===== config.mk =====
export PLATFORM = sky130hd
export DESIGN_NAME = bpa_ctrl
export DESIGN_NICKNAME = d
export VERILOG_FILES = /design/src/rtl/bpa_pkg.sv /design/src/rtl/bpa_ctrl.sv
export SDC_FILE = /design/constraint.sdc
export NUM_CORES = 1
export LEC_CHECK = 0
export BUFFER_PORTS_ARGS = -buffer_cell sky130_fd_sc_hd__buf_2
export CAP_MARGIN = 10
export CORE_ASPECT_RATIO = 1.5
export CORE_MARGIN = 2
export CORE_UTILIZATION = 36
export DETAILED_ROUTE_END_ITERATION = 8
export PLACE_DENSITY_LB_ADDON = 0.2
export SLEW_MARGIN = 15
export SYNTH_ARGS = -nofsm -noshare
export SYNTH_HDL_FRONTEND = slang
export SYNTH_SLANG_ARGS = --single-unit

===== constraint.sdc =====
create_clock -name i_clk -period 1.4 [get_ports i_clk]
set_input_delay 0.07 -clock i_clk [delete_from_list [all_inputs] [get_ports i_clk]]
set_output_delay 0.07 -clock i_clk [all_outputs]
set_load 0.01 [all_outputs]

===== src/rtl/bpa_pkg.sv =====
// shared types and constants for the buddy page allocator
// used by bpa_ctrl, bpa_dp and the top level
`timescale 1ns / 1ps
`default_nettype none

package bpa_pkg;

    localparam int ORDERS     = 16;
    localparam int ORD_W      = 4;
    localparam int IDX_W      = ORDERS;          // region holds 2^(ORDERS) frames
    localparam int FRAMES     = 1 << IDX_W;
    localparam int PAGE_SHIFT = 12;
    localparam int ADDR_W     = 48;
    localparam int CNT_W      = 17;
    localparam int SPAN_W     = IDX_W + PAGE_SHIFT;

    typedef enum logic [3:0] {
        OP_NONE,
        OP_CLR,
        OP_LOAD,
        OP_INIT_A,
        OP_INIT_F,
        OP_RD_IDX,
        OP_RD_BUD,
        OP_SCAN_NEXT,
        OP_SPLIT,
        OP_ALLOC_FIN,
        OP_FREE_CLR,
        OP_MERGE,
        OP_FREE_FIN,
        OP_FAIL
    } t_op;

    typedef enum logic [1:0] {
        ERR_NONE      = 2'd0,
        ERR_NO_BLOCK  = 2'd1,
        ERR_BAD_ADDR  = 2'd2,
        ERR_NOT_ALLOC = 2'd3
    } t_err;

    typedef struct packed {
        t_op  op;
        t_err err;
    } t_cmd;

    typedef struct packed {
        logic clr_done;
        logic act;
        logic cnt_bad;
        logic addr_bad;
        logic hit;
        logic scan_last;
        logic split_done;
        logic used;
        logic top_max;
    } t_sts;

    typedef struct packed {
        logic             head;
        logic             used;
        logic [ORD_W-1:0] order;
    } t_ent;

endpackage

`default_nettype wire


===== src/rtl/bpa_ctrl.sv =====
// controller state machine: clearing pass, scan, split, free check and merge
// depends on bpa_pkg; drives bpa_dp
`timescale 1ns / 1ps
`default_nettype none

module bpa_ctrl (
    input  logic          i_clk,
    input  logic          i_rst_n,
    input  bpa_pkg::t_sts i_sts,
    output bpa_pkg::t_cmd o_cmd,
    input  logic          i_in_valid,
    output logic          o_in_ready,
    output logic          o_out_valid,
    input  logic          i_out_ready
);
    import bpa_pkg::*;

    typedef enum logic [3:0] {
        S_CLEAR, S_IDLE, S_CHECK, S_SRD, S_SCHK, S_SPLIT, S_FRD, S_FCHK,
        S_MTEST, S_MCHK, S_AFIN, S_FFIN, S_FAIL
    } t_state;

    t_state r_state, n_state;
    t_err   r_err, n_err;
    logic   r_ovalid, n_ovalid;
    logic   out_free;

    assign out_free    = !r_ovalid || i_out_ready;
    assign o_in_ready  = (r_state == S_IDLE);
    assign o_out_valid = r_ovalid;

    always_comb begin
        n_state   = r_state;
        n_err     = r_err;
        n_ovalid  = r_ovalid && !i_out_ready;
        o_cmd.op  = OP_NONE;
        o_cmd.err = r_err;
        unique case (r_state)
            S_CLEAR: begin
                if (i_sts.clr_done) n_state = S_IDLE;
                else o_cmd.op = OP_CLR;
            end
            S_IDLE: begin
                if (i_in_valid) begin
                    o_cmd.op = OP_LOAD;
                    n_state  = S_CHECK;
                end
            end
            S_CHECK: begin
                if (!i_sts.act) begin
                    if (i_sts.cnt_bad) begin
                        n_err   = ERR_NO_BLOCK;
                        n_state = S_FAIL;
                    end else begin
                        o_cmd.op = OP_INIT_A;
                        n_state  = S_SRD;
                    end
                end else begin
                    if (i_sts.addr_bad) begin
                        n_err   = ERR_BAD_ADDR;
                        n_state = S_FAIL;
                    end else begin
                        o_cmd.op = OP_INIT_F;
                        n_state  = S_FRD;
                    end
                end
            end
            S_SRD: begin
                o_cmd.op = OP_RD_IDX;
                n_state  = S_SCHK;
            end
            S_SCHK: begin
                priority if (i_sts.hit) begin
                    n_state = S_SPLIT;
                end else if (i_sts.scan_last) begin
                    n_err   = ERR_NO_BLOCK;
                    n_state = S_FAIL;
                end else begin
                    o_cmd.op = OP_SCAN_NEXT;
                    n_state  = S_SRD;
                end
            end
            S_SPLIT: begin
                if (i_sts.split_done) n_state = S_AFIN;
                else o_cmd.op = OP_SPLIT;
            end
            S_FRD: begin
                o_cmd.op = OP_RD_IDX;
                n_state  = S_FCHK;
            end
            S_FCHK: begin
                if (!i_sts.used) begin
                    n_err   = ERR_NOT_ALLOC;
                    n_state = S_FAIL;
                end else begin
                    o_cmd.op = OP_FREE_CLR;
                    n_state  = S_MTEST;
                end
            end
            S_MTEST: begin
                if (i_sts.top_max) begin
                    n_state = S_FFIN;
                end else begin
                    o_cmd.op = OP_RD_BUD;
                    n_state  = S_MCHK;
                end
            end
            S_MCHK: begin
                if (i_sts.hit) begin
                    o_cmd.op = OP_MERGE;
                    n_state  = S_MTEST;
                end else begin
                    n_state = S_FFIN;
                end
            end
            S_AFIN, S_FFIN, S_FAIL: begin
                // hold until the result register can take the beat
                if (out_free) begin
                    unique case (r_state)
                        S_AFIN:  o_cmd.op = OP_ALLOC_FIN;
                        S_FFIN:  o_cmd.op = OP_FREE_FIN;
                        default: o_cmd.op = OP_FAIL;
                    endcase
                    n_ovalid = 1'b1;
                    n_state  = S_IDLE;
                end
            end
            default: n_state = S_IDLE;
        endcase
    end

    always_ff @(posedge i_clk) begin
        if (!i_rst_n) begin
            r_state  <= S_CLEAR;
            r_err    <= ERR_NONE;
            r_ovalid <= 1'b0;
        end else begin
            r_state  <= n_state;
            r_err    <= n_err;
            r_ovalid <= n_ovalid;
        end
    end

endmodule

`default_nettype wire


==> results of run 1 <==
kinds of logic after synthesis:
logic type	Yosys count
compound gates	46
flops	7
mux	2
buf+inv	12
simple gates	50
critical path: cells and delay by family, from the launching register on:
| family | cells | cell delay (ns) |
|---|---|---|
| and+or+nand+nor | 3 | 0.35 |
| buffers and inverters | 2 | 0.27 |
| AOI/OAI and AO/OA | 2 | 0.26 |
| DFF | 1 | 0.41 |
flip-flops by register name, summed over array words and instances (netlist names):
signal	cells
r_err	2
o_out_valid	1
r_state	4
cells in the mapped netlist (2+ instances only):
| master | number | area share |
|---|---|---|
| mux2i_1 | 2 | 0.024 |
| o221a_1 | 3 | 0.041 |
| buf_2 | 2 | 0.012 |
| nand2_1 | 18 | 0.082 |
| dfxtp_1 | 7 | 0.17 |
| a21oi_1 | 10 | 0.061 |
| inv_2 | 2 | 0.0091 |
| o21ai_1 | 4 | 0.024 |
| o21a_1 | 2 | 0.018 |
| o211ai_1 | 3 | 0.027 |
| buf_4 | 4 | 0.037 |
| nand2b_1 | 6 | 0.046 |
| o21ai_0 | 6 | 0.037 |
| nand3_1 | 3 | 0.018 |
| inv_1 | 2 | 0.0091 |
| nor2b_2 | 2 | 0.021 |
| o22ai_1 | 4 | 0.030 |
| o31ai_1 | 3 | 0.027 |
| nor2_1 | 7 | 0.032 |
| nor2b_1 | 5 | 0.038 |
| nor4_2 | 2 | 0.030 |
stage by stage:
step	instance area (um^2)	std cells	util
finish	1310	187	0.592
global route	1310	187	0.592
CTS	1250	186	0.568
detailed placement	1060	174	0.481
global placement	1060	174	0.481
floorplan	822	117	-
where the power goes:
group	internal [uW]	switching, uW	leakage [uW]
clock	110	89.6	0.0000150
combinational	136	139	0.000465
sequential	204	19.2	0.0000597
total	450	248	0.000540
layer usage:
layer,vias up,global-route usage,part of all wire
met3,18,0.0376,0.051
met5,-,0,0
met2,59,0.403,0.53
met4,0,0.136,0.054
li1,530,-,-
met1,530,0.278,0.37
what timing repair did:
| action | 4_1_cts | 5_1_grt |
|---|---|---|
| pin swaps | 12 | 6 |
| endpoints found under the setup margin | 9 | 11 |
| setup buffers | 8 | 2 |
| gates resized for setup | 27 | 12 |
| cloned | 0 | 0 |
| endpoints found under the hold margin | 0 | 0 |
final timing paths:
check             cells after the start        start         end  slack (ns)
setup / recovery                      7   r_state[2]    o_cmd[3]       -0.23
hold / removal                        4  i_out_ready  r_state[3]        0.13
setup reg to reg                      6   r_state[2]    r_err[1]       -0.11
hold reg to reg                       1     r_err[0]    r_err[0]        0.53
final cells by class:
type	count	area, um^2
repair buffers	51	359
fillers	200	900
flip-flops and latches	7	155
clock buffers	4	26.3
inverters	4	15.0
well taps	23	28.8
multi-input cells	98	723
==> impl_metrics.toml, run 1 <==
[layout]
insertedDiodeCount = 0
drive_above_1_share = 0.530
area_growth_syn_to_layout_pct = 59.1
final_net_count = 178
final_cell_mix = "buf_4, buf_2, nand2_1"
final_common_cell = "buf_4"

[floorplanning]
pin_count = 21
initial_core_util = 0.372
rows = 21
die_area_um2 = 2690
fp.dieH_um = 62.5
die_x_um = 43.0
core_area_um2 = 2210

[synthesis]
synthAdderAreaFrac = 0
yosys.area_share.simple = 0.332
synth_enable_flop_cells = 0
synth_top_family_by_area = "compound AO/OA/AOI/OAI gates"
synth_cell_types = 41
async_flop_share = 0
synthMuxAreaShare = 0.0244
synthXorXnorAreaFrac = 0
yosysWarnings = 0
synth_nets = 130
synth_compound_area_frac = 0.388
synthFlopType = "dfxtp_1"
ys_ff_latch = 7
syn_area_per_cell_um2 = 7.03
syn_inst = 117
synthesis.area_um2 = 822
ys_seq_area_frac = 0.170

[drt]
drt_iter0_drc = 45
vias = 1137
detail-route-antenna-nets = 0
drt-total-wl_um = 3050
route.detailed.drc = 0
wl_per_cell_um = 16.3
drt-pass1-iter-count = 4
vias_per_cell = 6.08

[clock_tree]
clkTransAtPathRegs_ns = 0.06
cts_tree = "built"
cts.path.max_buffers = 2
cts-root-buf = "clkbuf_4"
htree_levels = 1
clock_latency_ns = 0.26
numCtsBuffers = 3
cts_num_sinks = 7
hold_buffers = 0

[worst_setup_path]
critical_path.max_stage_delay_ns = 0.41
crit_path_start_kind = "flip-flop"
crit_arrival_ns = 1.56
cp_slowest_cell = "dfxtp_4"
criticalPathCategory = "flip-flop to output pin"
required_ns = 1.33
crit_path_end_kind = "output pin"
cp_cell_sequence = "nor2b_4, nand2_2, o31ai_4, buf_4, a21oi_1, nand2_1, buf_2"
crit_path_max_fanout = 6

[timing]
holdWs_ns = 0.129
skew_ns = 0.00592
timing.final.ws_setup_ns = -0.231
fin_crit_ns = 1.63
tightestPinTransition_ns = 0.331
relSlewSlack = 0.779
hold_violations = 0
setup_viol = 9
fin_crit_sh = 1.17
max_freq_mhz = 613
rsz0062_at_grt = "yes"
setup_tns_ns = -1.11
slew_violations = 0

[outcome]
outcome = "complete, but fails checks"
violations = "setup timing"

[global_route]
antenna_found_initial = 0
grt_pass1_vias = 1114
grt-ovfl-total = 0
grt_usage = 0.240
grt_start_max_net_pins = 12
grt_pass1_wl_um = 5050

[placed_design]
dpl_worst_slack_ns = -0.156
io_buffers = 20
gp_congestion = 0.917
dp_hpwl_um = 2190

[power]
leakage_uw = 0.000540
ir_drop_mv = 0.351
total_power_uw = 698
power_density_nw_per_um2 = 534

[hold_path]
hold_class = "input pin to flip-flop"

[job]
drv_cap = 0
No activity file was read; power rests on OpenSTA's default activity.
==> inputs of run 2 (changes only) <==
Settings changed: CORE_ASPECT_RATIO 1.5 to not set, CORE_UTILIZATION 36 to 45.
==> impl_metrics.toml, run 2 (synthesis gave the netlist of run 1 again) <==
[worst_setup_path]
reg2reg_setup_slack_ns = -0.16
cp_cell_sequence = "buf_4, nor2b_4, o211ai_1, a21oi_1, nor2_1, o21ai_1, buf_2"
cp_slowest_cell = "dfxtp_4"
r2r_start = "r_state[0]"
crit_path_end_kind = "output pin"
reg2reg_depth = 6
regToRegEndpoint = "r_err[1]"
critPathTopFamily = "compound AO/OA/AOI/OAI gates"
critical_path.max_stage_delay_ns = 0.36
crit_path_start_kind = "flip-flop"
crit_path_max_fanout = 6
crit_arrival_ns = 1.55
criticalPathCategory = "flip-flop to output pin"
worst-path-buf-inv = 2
required_ns = 1.33

[drt]
route.detailed.drc = 0
drt_iter0_drc = 44
vias_per_cell = 5.99
drt-total-wl_um = 3160
wl_per_cell_um = 17.0
drt-pass1-iter-count = 4
detail-route-antenna-nets = 0
vias = 1115

[clock_tree]
clock_latency_ns = 0.26
numCtsBuffers = 3
cts-root-buf = "clkbuf_4"
clkTransAtPathRegs_ns = 0.07
hold_buffers = 0
htree_levels = 1
cts_num_sinks = 7
cts.path.max_buffers = 2
cts_tree = "built"

[floorplanning]
fp.dieH_um = 46.7
die_area_um2 = 2180
initial_core_util = 0.476
core_area_um2 = 1730
die_x_um = 46.7
rows = 15
pin_count = 21

[timing]
slew_violations = 0
relSlewSlack = 0.790
timing.final.ws_setup_ns = -0.217
setup_viol = 7
tightestPinTransition_ns = 0.312
holdWs_ns = 0.113
hold_violations = 0
fin_crit_sh = 1.16
rsz0062_at_grt = "yes"
skew_ns = 0.0116
max_freq_mhz = 618
setup_tns_ns = -1.09
fin_crit_ns = 1.62

[placed_design]
gp_congestion = 0.956
io_buffers = 20
dp_hpwl_um = 1960

[global_route]
grt_pass1_wl_um = 4580
grt_pass1_vias = 1059
antenna_found_initial = 0
grt_start_max_net_pins = 17
grt-ovfl-total = 0
grt_usage = 0.296

[layout]
drive_above_1_share = 0.528
insertedDiodeCount = 0
final_net_count = 175
largest-register = "r_state"
largest_register_ff_count = 4
final.fill_count = 131
final_common_cell = "buf_4"
area_growth_syn_to_layout_pct = 57.8
final_cell_mix = "buf_4, buf_2, nand2_1"

[hold_path]
whs_path_depth = 2
hold_start = "i_rst_n"
hold_end = "r_state[2]"
hold_class = "input pin to flip-flop"

[power]
power_density_nw_per_um2 = 533
total_power_uw = 691
ir_drop_mv = 0.660
leakage_uw = 0.000535

[outcome]
violations = "setup timing"
outcome = "complete, but fails checks"

[job]
drv_cap = 0
## run 2: metal layers
| metal | global-route usage | vias up | wire length, um |
|---|---|---|---|
| met4 | 0.117 | 0 | 71 |
| met1 | 0.354 | 515 | 1240 |
| met2 | 0.503 | 71 | 1600 |
| met3 | 0.0808 | 10 | 239 |
| li1 | - | 519 | - |
| met5 | 0 | - | 0 |
## run 2: worst max-delay path by stage
| stage | cells after the start | from | end |
|---|---|---|---|
| 2_1_floorplan | 4 | r_state[1] | r_state[0] |
| 3_3_place_gp | 7 | r_state[3] | o_cmd[2] |
| 3_5_place_dp | 5 | r_state[1] | r_err[1] |
| 4_1_cts | 7 | r_state[3] | o_cmd[4] |
| 5_1_grt | 7 | r_state[2] | o_cmd[2] |
| 6_report | 7 | r_state[2] | o_cmd[2] |
## run 2: repair_timing
| item | 4_1_cts | 5_1_grt |
|---|---|---|
| endpoints found under the setup margin | 10 | 10 |
| pin swaps | 9 | 7 |
| buffers inserted | 5 | 1 |
| gates resized for setup | 23 | 18 |
## run 2: layout make-up
| cell class | instances | area, um^2 | share of cell area |
|---|---|---|---|
| clock buffers | 4 | 26.3 | 0.0203 |
| inverters | 4 | 17.5 | 0.0135 |
| multi-input cells | 98 | 721 | 0.555 |
| flip-flops and latches | 7 | 153 | 0.118 |
| well taps | 25 | 31.3 | 0.0241 |
| repair buffers | 48 | 349 | 0.269 |
## run 2: stage by stage
step	std cells	instance area [um^2]	util	setup slack (ns)
floorplan	117	822	-	0.0582
CTS	185	1210	0.699	-0.200
detailed placement	176	1080	0.623	-0.0847
finish	186	1300	0.751	-0.217
global placement	176	1080	0.623	-0.0699
global route	186	1300	0.751	-0.339
## run 2: report_power, final
part / total, uW / switching, uW / internal [uW] / leakage, uW
logic: 274 / 144 / 131 / 0.000461
clock network: 196 / 86.7 / 109 / 0.0000150
registers: 220 / 16.6 / 204 / 0.0000594
==> inputs of run 3 (changes only) <==
Settings changed: CORE_ASPECT_RATIO set to 1.5, CORE_UTILIZATION 45 to 31, SKIP_LAST_GASP set to 1.
==> impl_metrics.toml, run 3 (synthesis gave the netlist of run 1 again) <==
[layout]
largest_register_ff_count = 4
drive_above_1_share = 0.547
final_cell_mix = "buf_4, buf_2, nand2_1"
largest-register = "r_state"
final.fill_count = 218
final_common_cell = "buf_4"
stdcell_area_um2 = 1370
insertedDiodeCount = 0
area_growth_syn_to_layout_pct = 66.4
final_net_count = 186
instances_no_fill = 196

[worst_setup_path]
crit_path_end_kind = "output pin"
crit_arrival_ns = 1.49
crit_path_max_fanout = 8
crit_path_start_kind = "flip-flop"
criticalPathCategory = "flip-flop to output pin"
required_ns = 1.33

[timing]
setup_tns_ns = -0.909
slew_violations = 0
holdWs_ns = 0.119
fin_crit_sh = 1.11
relSlewSlack = 0.773
skew_ns = 0.00406
timing.final.ws_setup_ns = -0.160
tightestPinTransition_ns = 0.339
setup_viol = 9
rsz0062_at_grt = "yes"
hold_violations = 0
max_freq_mhz = 641
fin_crit_ns = 1.56

[placed_design]
placed_area_um2 = 1100
dp.cells = 178
io_buffers = 20
dp_hpwl_um = 2170
gp_congestion = 0.863

[global_route]
grt_start_max_net_pins = 16
grt_usage = 0.205
antenna_found_initial = 0
grt_pass1_vias = 1069
grt_pass1_wl_um = 4640
grt-ovfl-total = 0

[drt]
vias = 1143
vias_per_cell = 5.83
drt-total-wl_um = 3150
drt_iter0_drc = 44
route.detailed.drc = 0
wl_per_cell_um = 16.1
detail-route-antenna-nets = 0
drt-pass1-iter-count = 4

[floorplanning]
rows = 22
core_area_um2 = 2480
die_x_um = 46.0
die_area_um2 = 3090
pin_count = 21
initial_core_util = 0.332
fp.dieH_um = 67.1

[clock_tree]
cts_num_sinks = 7
htree_levels = 1
cts-root-buf = "clkbuf_4"
clock_latency_ns = 0.26
cts_tree = "built"
numCtsBuffers = 3
hold_buffers = 0
cts.path.max_buffers = 2
clkTransAtPathRegs_ns = 0.06

[power]
leakage_uw = 0.000564
p_seq_frac = 0.305
p_comb_frac = 0.427
clkPwrFrac = 0.267
p_int_uw = 468
power_switching_share = 0.345
total_power_uw = 714
power.switching_uw = 246
ir_drop_mv = 0.313
power_density_nw_per_um2 = 522

[job]
drv_cap = 0

[hold_path]
hold_class = "input pin to flip-flop"

[outcome]
violations = "setup timing"
outcome = "complete, but fails checks"
==> run 3: cell types whose count changed in the layout (fill, tap and decap cells not counted), sizes merged <==
cell / previous run / this run
buf: 48 / 58
clkbuf: 4 / 5
==> run 3: cell type report <==
class	instances	area [um^2]	area share
Clock buffer	4	26.3	0.0192
Sequential cell	7	155	0.113
Timing Repair Buffer	59	427	0.312
Inverter	4	15.0	0.0110
Tap cell	24	30.0	0.0220
Multi-Input combinational cell	98	714	0.522
==> run 3: repair_timing <==
item,in CTS,in global routing
gates resized for setup,21,11
cloned,0,1
pin swaps,8,4
setup endpoints to repair,10,9
setup buffers,7,6
==> run 3: metrics by stage <==
step                setup WS, ns   util
floorplan                 0.0582      -
detailed placement        -0.118  0.443
global route              -0.239  0.552
CTS                       -0.155  0.507
finish                    -0.160  0.552
global placement          -0.153  0.443
==> run 3: power groups by stage <==
stage / clock [uW] / combinational, uW / sequential [uW]
finish: 191 / 305 / 218
global route: 205 / 327 / 219
CTS: 191 / 274 / 218
detailed placement: 0 / 235 / 225
global placement: 0 / 234 / 225
floorplan: 0 / 133 / 222
==> run 3: path summary, 6_finish.rpt <==
kind              startpoint         end  slack (ns)  cells past startpoint
setup / recovery  r_state[2]    o_cmd[2]       -0.16                      7
hold / removal       i_rst_n  r_state[2]        0.12                      2
setup reg to reg  r_state[2]  r_state[0]       -0.12                      6
hold reg to reg     r_err[1]    r_err[1]        0.53                      1
==> run 3: routing by layer <==
metal  wire (um)  vias up  GRT usage
met3         129       14     0.0298
met1        1230      539      0.216
met5           0        -          0
met2        1650       49      0.356
met4         140        0      0.136
li1            -      541          -
==> run 3: critical path: stages, from the launching register on <==
cell and delay, ns:
dfxtp_4 0.35, buf_12 0.14, nor2b_4 0.13, o211ai_1 0.23
a21oi_1 0.10, nor2_1 0.08, o21ai_1 0.06, buf_2 0.14
